[src/sv/jte_pkg.sv]
`default_nettype none
// ----------------------------------------------------------------------------
// jte_pkg
// shared sizes, codes and command/status bundles of the job table engine
// ----------------------------------------------------------------------------
package jte_pkg;

	localparam int unsigned TABLE_ENTRIES = 16;
	localparam int unsigned IDX_W = (TABLE_ENTRIES > 1) ? $clog2(TABLE_ENTRIES) : 1;

	localparam int unsigned PID_W = 22;
	localparam int unsigned JID_W = 5;
	localparam int unsigned RST_W = 2;
	localparam int unsigned CMD_W = 3;
	localparam int unsigned STAT_W = 2;

	// command codes
	localparam logic [CMD_W-1:0] CMD_ADD      = 3'd0;
	localparam logic [CMD_W-1:0] CMD_DELETE   = 3'd1;
	localparam logic [CMD_W-1:0] CMD_FIND_PID = 3'd2;
	localparam logic [CMD_W-1:0] CMD_FIND_JID = 3'd3;
	localparam logic [CMD_W-1:0] CMD_FIND_FG  = 3'd4;

	// result status codes
	localparam logic [STAT_W-1:0] STAT_OK        = 2'd0;
	localparam logic [STAT_W-1:0] STAT_BAD_PID   = 2'd1;
	localparam logic [STAT_W-1:0] STAT_FULL      = 2'd2;
	localparam logic [STAT_W-1:0] STAT_NOT_FOUND = 2'd3;

	localparam logic [RST_W-1:0] RUN_FG = 2'd1;

	typedef struct packed {
		logic [PID_W-1:0] pid;
		logic [JID_W-1:0] jid;
		logic [RST_W-1:0] run;
	} entry_t;

	typedef enum logic [2:0] {
		S_IDLE,
		S_DECODE,
		S_SCAN,
		S_DRAIN,
		S_COMMIT,
		S_MAX,
		S_MAX_DRAIN,
		S_FINISH
	} state_t;

	// controller to datapath
	typedef struct packed {
		logic             load_in;
		logic             start;
		logic             rd_en;
		logic             rd_max;
		logic [IDX_W-1:0] rd_addr;
		logic             commit;
		logic             load_out;
	} ctrl_cmd_t;

	// datapath to controller
	typedef struct packed {
		logic skip;
		logic cmd_del;
		logic found;
		logic out_busy;
	} dp_stat_t;

endpackage
`default_nettype wire

[src/sv/jte_ctrl.sv]
`default_nettype none
// ----------------------------------------------------------------------------
// jte_ctrl
// sequencer: decode, table scan, commit, job id maximum scan, result hand-off
// ----------------------------------------------------------------------------
module jte_ctrl (
	input  wire logic               clk,
	input  wire logic               arst_n,
	input  wire logic               in_valid,
	output logic                    in_ready,
	input  wire jte_pkg::dp_stat_t  stat,
	output jte_pkg::ctrl_cmd_t      cmd
);

	jte_pkg::state_t state_q, state_d;
	logic [jte_pkg::IDX_W-1:0] cnt_q;
	logic last;

	assign last = (cnt_q == jte_pkg::IDX_W'(jte_pkg::TABLE_ENTRIES - 1));

	always_ff @(posedge clk or negedge arst_n) begin
		if (!arst_n) begin
			state_q <= jte_pkg::S_IDLE;
			cnt_q   <= '0;
		end else begin
			state_q <= state_d;
			if ((state_q == jte_pkg::S_SCAN || state_q == jte_pkg::S_MAX) && !last)
				cnt_q <= cnt_q + 1'b1;
			else
				cnt_q <= '0;
		end
	end

	// next state
	always_comb begin
		state_d = state_q;
		unique case (state_q)
			jte_pkg::S_IDLE:      if (in_valid) state_d = jte_pkg::S_DECODE;
			jte_pkg::S_DECODE:    state_d = stat.skip ? jte_pkg::S_FINISH : jte_pkg::S_SCAN;
			jte_pkg::S_SCAN:      if (last) state_d = jte_pkg::S_DRAIN;
			jte_pkg::S_DRAIN:     state_d = jte_pkg::S_COMMIT;
			jte_pkg::S_COMMIT:    state_d = (stat.cmd_del && stat.found) ?
			                                jte_pkg::S_MAX : jte_pkg::S_FINISH;
			jte_pkg::S_MAX:       if (last) state_d = jte_pkg::S_MAX_DRAIN;
			jte_pkg::S_MAX_DRAIN: state_d = jte_pkg::S_FINISH;
			jte_pkg::S_FINISH:    if (!stat.out_busy) state_d = jte_pkg::S_IDLE;
			default:              state_d = jte_pkg::S_IDLE;
		endcase
	end

	// outputs
	always_comb begin
		cmd         = '0;
		cmd.rd_addr = cnt_q;
		in_ready    = 1'b0;
		unique case (state_q)
			jte_pkg::S_IDLE: begin
				in_ready    = 1'b1;
				cmd.load_in = in_valid;
			end
			jte_pkg::S_DECODE: cmd.start = 1'b1;
			jte_pkg::S_SCAN:   cmd.rd_en = 1'b1;
			jte_pkg::S_COMMIT: cmd.commit = 1'b1;
			jte_pkg::S_MAX: begin
				cmd.rd_en  = 1'b1;
				cmd.rd_max = 1'b1;
			end
			jte_pkg::S_FINISH: cmd.load_out = !stat.out_busy;
			default: ;
		endcase
	end

endmodule
`default_nettype wire

[src/sv/jte_dpath.sv]
`default_nettype none
// ----------------------------------------------------------------------------
// jte_dpath
// entry memory with valid bits, match/maximum logic, job id counter, result register
// ----------------------------------------------------------------------------
module jte_dpath (
	input  wire logic                        clk,
	input  wire logic                        arst_n,
	input  wire jte_pkg::ctrl_cmd_t          cmd,
	output jte_pkg::dp_stat_t                stat,
	input  wire logic [31:0]                 in_data,
	output logic                             out_valid,
	input  wire logic                        out_ready,
	output logic [31:0]                      out_data
);

	jte_pkg::entry_t mem [jte_pkg::TABLE_ENTRIES];
	logic [jte_pkg::TABLE_ENTRIES-1:0] valid_q;

	// item registers
	logic [jte_pkg::CMD_W-1:0] icmd_q;
	logic [jte_pkg::PID_W-1:0] ipid_q;
	logic [jte_pkg::JID_W-1:0] ijid_q;
	logic [jte_pkg::RST_W-1:0] irun_q;

	// read stage
	logic                      rd_vld_s1, rd_max_s1, ent_valid_s1;
	logic [jte_pkg::IDX_W-1:0] idx_s1;
	jte_pkg::entry_t           ent_s1;
	jte_pkg::entry_t           eff;

	logic                      found_q;
	logic [jte_pkg::IDX_W-1:0] slot_q;
	jte_pkg::entry_t           hit_q;
	logic [jte_pkg::JID_W-1:0] max_q;
	logic [jte_pkg::JID_W-1:0] next_jid_q;

	logic                       out_valid_q;
	logic [jte_pkg::STAT_W-1:0] ostat_q;
	jte_pkg::entry_t            oent_q;

	logic pid_zero, bad_pid, unused_cmd, match;
	logic [jte_pkg::JID_W:0] add_n, del_n;
	logic [jte_pkg::JID_W-1:0] add_next, del_next;
	logic [jte_pkg::STAT_W-1:0] res_stat;

	assign pid_zero   = (ipid_q == '0);
	assign bad_pid    = pid_zero && (icmd_q == jte_pkg::CMD_ADD ||
	                    icmd_q == jte_pkg::CMD_DELETE || icmd_q == jte_pkg::CMD_FIND_PID);
	assign unused_cmd = (icmd_q > jte_pkg::CMD_FIND_FG);

	assign stat.skip     = bad_pid || unused_cmd;
	assign stat.cmd_del  = (icmd_q == jte_pkg::CMD_DELETE);
	assign stat.found    = found_q;
	assign stat.out_busy = out_valid_q && !out_ready;

	// a free entry reads as all zero
	assign eff = ent_valid_s1 ? ent_s1 : '0;

	always_comb begin
		case (icmd_q) inside
			jte_pkg::CMD_ADD:      match = !ent_valid_s1;
			jte_pkg::CMD_DELETE,
			jte_pkg::CMD_FIND_PID: match = ent_valid_s1 && (ent_s1.pid == ipid_q);
			jte_pkg::CMD_FIND_JID: match = (ijid_q != '0) && (eff.jid == ijid_q);
			jte_pkg::CMD_FIND_FG:  match = (eff.run == jte_pkg::RUN_FG);
			default:               match = 1'b0;
		endcase
	end

	// counter after add: wrap past table size, never zero
	always_comb begin
		add_n = {1'b0, next_jid_q} + 1'b1;
		if (32'(add_n) > jte_pkg::TABLE_ENTRIES)
			add_n = (jte_pkg::JID_W+1)'(1);
		add_next = (add_n[jte_pkg::JID_W-1:0] == '0) ?
		           jte_pkg::JID_W'(1) : add_n[jte_pkg::JID_W-1:0];
		del_n    = {1'b0, max_q} + 1'b1;
		del_next = (del_n[jte_pkg::JID_W-1:0] == '0) ?
		           jte_pkg::JID_W'(1) : del_n[jte_pkg::JID_W-1:0];
	end

	always_comb begin
		if (bad_pid)
			res_stat = jte_pkg::STAT_BAD_PID;
		else if (unused_cmd)
			res_stat = jte_pkg::STAT_NOT_FOUND;
		else if (found_q)
			res_stat = jte_pkg::STAT_OK;
		else if (icmd_q == jte_pkg::CMD_ADD)
			res_stat = jte_pkg::STAT_FULL;
		else
			res_stat = jte_pkg::STAT_NOT_FOUND;
	end

	// control state
	always_ff @(posedge clk or negedge arst_n) begin
		if (!arst_n) begin
			valid_q     <= '0;
			rd_vld_s1   <= 1'b0;
			rd_max_s1   <= 1'b0;
			found_q     <= 1'b0;
			next_jid_q  <= jte_pkg::JID_W'(1);
			out_valid_q <= 1'b0;
		end else begin
			rd_vld_s1 <= cmd.rd_en;
			rd_max_s1 <= cmd.rd_max;
			if (cmd.start)
				found_q <= 1'b0;
			else if (rd_vld_s1 && !rd_max_s1 && match)
				found_q <= 1'b1;
			if (cmd.commit && found_q) begin
				if (icmd_q == jte_pkg::CMD_ADD) begin
					valid_q[slot_q] <= 1'b1;
					next_jid_q      <= add_next;
				end else if (icmd_q == jte_pkg::CMD_DELETE) begin
					valid_q[slot_q] <= 1'b0;
				end
			end
			if (cmd.load_out && found_q && !stat.skip && icmd_q == jte_pkg::CMD_DELETE)
				next_jid_q <= del_next;
			if (cmd.load_out)
				out_valid_q <= 1'b1;
			else if (out_ready)
				out_valid_q <= 1'b0;
		end
	end

	// payload
	always_ff @(posedge clk) begin
		if (cmd.load_in) begin
			icmd_q <= in_data[2:0];
			ipid_q <= in_data[24:3];
			ijid_q <= in_data[29:25];
			irun_q <= in_data[31:30];
		end
		ent_s1       <= mem[cmd.rd_addr];
		ent_valid_s1 <= valid_q[cmd.rd_addr];
		idx_s1       <= cmd.rd_addr;
		if (rd_vld_s1 && !rd_max_s1 && match && !found_q) begin
			slot_q <= idx_s1;
			hit_q  <= eff;
		end
		if (cmd.commit)
			max_q <= '0;
		else if (rd_vld_s1 && rd_max_s1 && eff.jid > max_q)
			max_q <= eff.jid;
		if (cmd.commit && found_q && icmd_q == jte_pkg::CMD_ADD) begin
			mem[slot_q] <= '{pid: ipid_q, jid: next_jid_q, run: irun_q};
			hit_q       <= '{pid: ipid_q, jid: next_jid_q, run: irun_q};
		end
		if (cmd.load_out) begin
			ostat_q <= res_stat;
			oent_q  <= (res_stat == jte_pkg::STAT_OK) ? hit_q : '0;
		end
	end

	assign out_valid = out_valid_q;
	assign out_data  = {1'b0, oent_q.run, oent_q.jid, oent_q.pid, ostat_q};

endmodule
`default_nettype wire

[src/sv/job_table_engine_unit.sv]
`default_nettype none
// ----------------------------------------------------------------------------
// job_table_engine_unit
// job table: add, delete and lookups over a fixed table of job entries
// ----------------------------------------------------------------------------
//  channel   dir  width  contents
//  s_axis    in   32     command, proc_id, job_id, run_state
//  m_axis    out  32     status, found_proc, found_job, found_state
//
//  scans: one command makes one sequential scan of the entry memory, one entry
//  a cycle; a delete that hits adds a second scan for the largest job id; a
//  zero pid on add, delete or find by pid, or an unused code, skips the scans
//  reset: arst_n clears the valid bits and sets the job id counter to one,
//  no clearing pass is needed
//  stalls: a new command transfer is taken while the previous result waits
//  on m_axis; the new result is held until that transfer has completed
// ----------------------------------------------------------------------------
module job_table_engine_unit (
	input  wire logic        clk,
	input  wire logic        arst_n,
	input  wire logic        s_tvalid,
	output logic             s_tready,
	// [2:0] command, [24:3] proc_id, [29:25] job_id, [31:30] run_state
	input  wire logic [31:0] s_tdata,
	output logic             m_tvalid,
	input  wire logic        m_tready,
	// [1:0] status, [23:2] found_proc, [28:24] found_job, [30:29] found_state,
	// [31] zero
	output logic [31:0]      m_tdata
);

	// command and status between sequencer and datapath
	jte_pkg::ctrl_cmd_t cmd;
	jte_pkg::dp_stat_t  stat;

	// sequencer: accepts one command transfer, then steps the scans
	jte_ctrl u_ctrl (
		.clk      (clk),
		.arst_n   (arst_n),
		.in_valid (s_tvalid),
		.in_ready (s_tready),
		.stat     (stat),
		.cmd      (cmd)
	);

	// datapath: table memory, match logic and result register
	jte_dpath u_dpath (
		.clk       (clk),
		.arst_n    (arst_n),
		.cmd       (cmd),
		.stat      (stat),
		.in_data   (s_tdata),
		.out_valid (m_tvalid),
		.out_ready (m_tready),
		.out_data  (m_tdata)
	);

endmodule
`default_nettype wire

[config.mk]
export PLATFORM = sky130hd
export DESIGN_NAME = job_table_engine_unit
export DESIGN_NICKNAME = d
export VERILOG_FILES = /design/src/sv/jte_pkg.sv /design/src/sv/jte_ctrl.sv /design/src/sv/jte_dpath.sv /design/src/sv/job_table_engine_unit.sv
export SDC_FILE = /design/constraint.sdc
export NUM_CORES = 1
export LEC_CHECK = 0
export ABC_CLOCK_PERIOD_IN_PS = 6200
export BUFFER_PORTS_ARGS = -buffer_cell sky130_fd_sc_hd__buf_2
export CAP_MARGIN = 20
export CORE_MARGIN = 2
export CORE_UTILIZATION = 30
export CTS_BUF_LIST = sky130_fd_sc_hd__clkbuf_8
export CTS_CLUSTER_DIAMETER = 150
export DETAILED_ROUTE_END_ITERATION = 10
export SLEW_MARGIN = 5
export SYNTH_ARGS = -nofsm -noshare
export SYNTH_HDL_FRONTEND = slang
export SYNTH_HIERARCHICAL = 1
export SYNTH_SLANG_ARGS = --single-unit
[constraint.sdc]
create_clock -name clk -period 6.2 [get_ports clk]
set_input_delay 0.62 -clock clk [delete_from_list [all_inputs] [get_ports clk]]
set_output_delay 0.62 -clock clk [all_outputs]
set_load 0.02 [all_outputs]
==> impl_metrics.py <==
metrics = {
    "clocking": {
        "cts_tree": "built",
        "post_cts_resize_count": 0,
        "h-tree-depth": 3,
        "cts_buffers": 101,
        "post_cts_buffers": 0,
        "worstSkewPairLatency_ps": 700,
        "clk_pin_slew_worst_paths_ps": 60,
        "cts_sinks": 631,
        "clock_path_buffers": 3,
        "root_buffer": "clkbuf_8",
        "ctsHoldBuffers": 1,
    },
    "power": {
        "p_clk_share_pct": 33.6,
        "pwr-share-seq_pct": 51.4,
        "static-leakage-power_uw": 0.00904,
        "switching_power_uw": 2800,
        "power_density_nw_per_um2": 366,
        "ir_drop_v": 0.000156,
        "pwr-share-comb_pct": 15.0,
        "netSwitchingFraction_pct": 27.3,
        "intPower_uw": 7460,
    },
    "synth": {
        "synth_edf_count": 560,
        "async_flop_share_pct": 5.07,
        "netlist_top_cells_count": "edfxtp_1 (560), mux4_2 (150), nand2_1 (68), clkbuf_1 (44), dfxtp_1 (39)",
        "synth.yosys.seq_area_share_pct": 75.9,
        "yosys.cell_count.top_type": "edfxtp_1",
        "yosysUniqueCellTypes": 60,
        "synth_top_area_share_pct": 69.4,
        "syn_nets": 1267,
        "synth.largest_area_cell": "edfxtp_1",
        "synth_area_um2": 24200,
        "synthTopCellsByArea": "edfxtp_1 (69%), mux4_2 (14%), dfxtp_1 (3.2%)",
        "ys_seq_elements": 631,
        "syn_area_per_cell_um2": 19.9,
        "yosys_warnings": 6,
        "ys_dominant_reg_cell": "edfxtp_1",
        "synthCells": 1221,
    },
    "final_layout": {
        "fin_nets": 1401,
        "fin_util_pct": 34.9,
        "n_antenna_cell": 0,
        "area_delta_synth_final_pct": 15.5,
        "drive_gt1_share_pct": 28.7,
    },
    "timing": {
        "max_freq_ghz": 0.304,
        "rsz0062_at_grt": "no",
        "hold_viol": 0,
        "fin_tns_setup_ps": 0,
        "slew_headroom_pct": 26.7,
        "worst_slack_ps": 2920,
        "fin_crit_ps": 3280,
        "setup_violations": 0,
        "min_period_over_period_pct": 53.0,
        "worst_pin_slew_ps": 1100,
        "slew_viol_final": 0,
        "skew_ps": 27.3,
    },
    "worst_setup_path": {
        "cpLargestDelayFamily": "simple AND/OR/NAND/NOR gates",
        "crit_fanout": 29,
        "ff2ff_path_depth": 6,
        "cp.depth": 6,
        "cp.arrival_ps": 3580,
        "slowest_stage": "nor2_4",
        "worstSetupPathType": "flop to flop",
        "crit_required_ps": 6500,
        "cp-start-kind": "flop",
        "worstReg2RegStart": "u_ctrl/state_q[2]$_DFFE_PN0P_",
        "reg2reg_to": "u_dpath/mem[15][17]$_DFFE_PP_",
        "crit_chain": "inv_1 -> nor3_1 -> buf_4 -> and3_1 -> nand3_1 -> nor2_4",
        "slowest_delay_ps": 1040,
        "r2r_slack_ps": 2920,
        "path_buf_inv": 2,
        "endpoint_kind": "flop",
    },
    "worst_hold_path": {
        "hold_path_end": "u_dpath/ijid_q[2]$_DFFE_PP_",
        "hp-start": "s_tdata[27]",
        "worstHoldPathCells": 1,
        "hold_path.class": "primary input to flop",
    },
    "floorplanning": {
        "fp.dieH_um": 288,
        "core_area_um2": 80300,
        "die_w_um": 288,
        "num_io_pins": 70,
        "start_util_pct": 30.2,
        "placementRows": 104,
        "die_area_um2": 83100,
    },
    "placed_design": {
        "place_congestion": 0.790,
        "dp_slack_ps": 2900,
        "hpwl_um": 35100,
        "port_buffers": 68,
    },
    "routing": {
        "wl_per_cell_um": 22.9,
        "wl_um": 57100,
        "firstDrtPassIters": 5,
        "antenna_left": 0,
        "initialDrtViolationCount": 1375,
        "drc": 0,
        "num_vias": 12300,
        "avgViaCountPerCell": 4.91,
    },
    "global_route": {
        "grt_overflow": 0,
        "grt_max_degree": 123,
        "grt_pass1_wl_um": 84200,
        "grt_usage_pct": 13.8,
        "grt_pass1_vias": 12300,
        "antenna_found_initial": 4,
    },
    "run": {
        "max_cap_violations": 0,
    },
    "outcome": {
        "outcome": "complete, no violations",
    },
}
[power groups by stage]
stage	Sequential, µW	Clock (µW)	Combinational [µW]
3_5_place_dp	5360	0	1550
6_report	5270	3440	1540
2_1_floorplan	5250	0	1030
5_1_grt	5300	3740	1650
4_1_cts	5270	3540	1550
3_3_place_gp	5340	0	1540
[layout by cell type (no fill, tap or decap), types with 5 or more instances in the layout]
| master | instances |
|---|---|
| edfxtp_1 | 560 |
| mux4_2 | 150 |
| clkbuf_8 | 110 |
| buf_2 | 68 |
| nand2_1 | 68 |
| inv_1 | 43 |
| dfxtp_1 | 39 |
| and2_1 | 36 |
| nand3_1 | 35 |
| dfrtp_1 | 27 |
| o21ai_1 | 27 |
| xnor2_1 | 25 |
| o21ai_0 | 21 |
| buf_4 | 20 |
| nor2_1 | 19 |
| clkinv_1 | 17 |
| nor2_4 | 16 |
| clkinv_2 | 11 |
| a21oi_1 | 10 |
| ha_1 | 10 |
| nand4_1 | 9 |
| nor4_1 | 7 |
| and3_1 | 6 |
| nand3b_1 | 6 |
| nor3_1 | 5 |
| xor2_1 | 5 |
| a31oi_1 | 5 |
[per-stage QoR]
| stage | hold slack (ps) | total power, µW | instances | area, µm² |
|---|---|---|---|---|
| floorplan | 324 | 6280 | 1221 | 24200 |
| global placement | 390 | 6880 | 2308 | 26000 |
| detailed placement | 389 | 6910 | 2308 | 26000 |
| CTS | 21.9 | 10400 | 2495 | 28000 |
| global route | 36.2 | 10700 | 2498 | 28000 |
| finish | 93.9 | 10300 | 2498 | 28000 |
[registers in the layout, summed over array words and instances (netlist names), 2 cells and up, named ones only]
signal              cells
u_dpath/max_q           5
u_dpath/hit_q          29
u_dpath/idx_s1          4
u_dpath/out_data       29
u_dpath/ijid_q          5
u_dpath/slot_q          4
u_dpath/next_jid_q      5
u_ctrl/cnt_q            4
u_dpath/irun_q          2
u_dpath/ipid_q         22
u_dpath/ent_s1         29
u_dpath/ostat_q         2
u_ctrl/state_q          3
u_dpath/mem           464
u_dpath/icmd_q          3
[layout make-up]
type	instances	area (µm²)
well taps	1060	1330
flip-flops and latches	631	18400
clock inverters	76	452
multi-input cells	518	5680
clock buffers	110	1510
fillers	7458	52300
repair buffers	94	596
inverters	9	33.8
[worst max-delay path by stage]
stage | from | end | slack (ps)
finish | u_ctrl/state_q[2]$_DFFE_PN0P_ | u_dpath/mem[15][17]$_DFFE_PP_ | 2920
global route | u_ctrl/state_q[2]$_DFFE_PN0P_ | u_dpath/mem[9][17]$_DFFE_PP_ | 2680
CTS | u_ctrl/state_q[2]$_DFFE_PN0P_ | u_dpath/mem[15][13]$_DFFE_PP_ | 2840
detailed placement | u_ctrl/state_q[2]$_DFFE_PN0P_ | u_dpath/mem[15][14]$_DFFE_PP_ | 2900
global placement | u_ctrl/state_q[2]$_DFFE_PN0P_ | u_dpath/mem[15][9]$_DFFE_PP_ | 2980
floorplan | m_tready | u_dpath/next_jid_q[1]$_DFFE_PN0P_ | 1820
[layer usage]
| layer | wire length, µm | vias to the layer above | GRT usage [%] |
|---|---|---|---|
| met4 | 1050 | 0 | 3.59 |
| met3 | 5110 | 77 | 3.79 |
| met5 | 0 | - | 0 |
| li1 | - | 5211 | - |
| met1 | 26800 | 6479 | 21.4 |
| met2 | 24100 | 505 | 19.1 |
[logic make-up (layout without fill, tap and decap cells)]
family | count (synthesis) | in the layout | share of synthesized area [%]
XOR/XNOR | 30 | 30 | 1.08
flip-flops | 631 | 631 | 75.9
AO/OA/AOI/OAI | 85 | 85 | 2.07
buffers and inverters | 72 | 289 | 1.21
AND/OR/NAND/NOR | 235 | 235 | 4.98
adder cells (fa/ha/maj) | 10 | 10 | 0.516
multiplexers | 157 | 157 | 14.2
other | 1 | 1 | 0.0155
(Power assumes the default switching activity.)
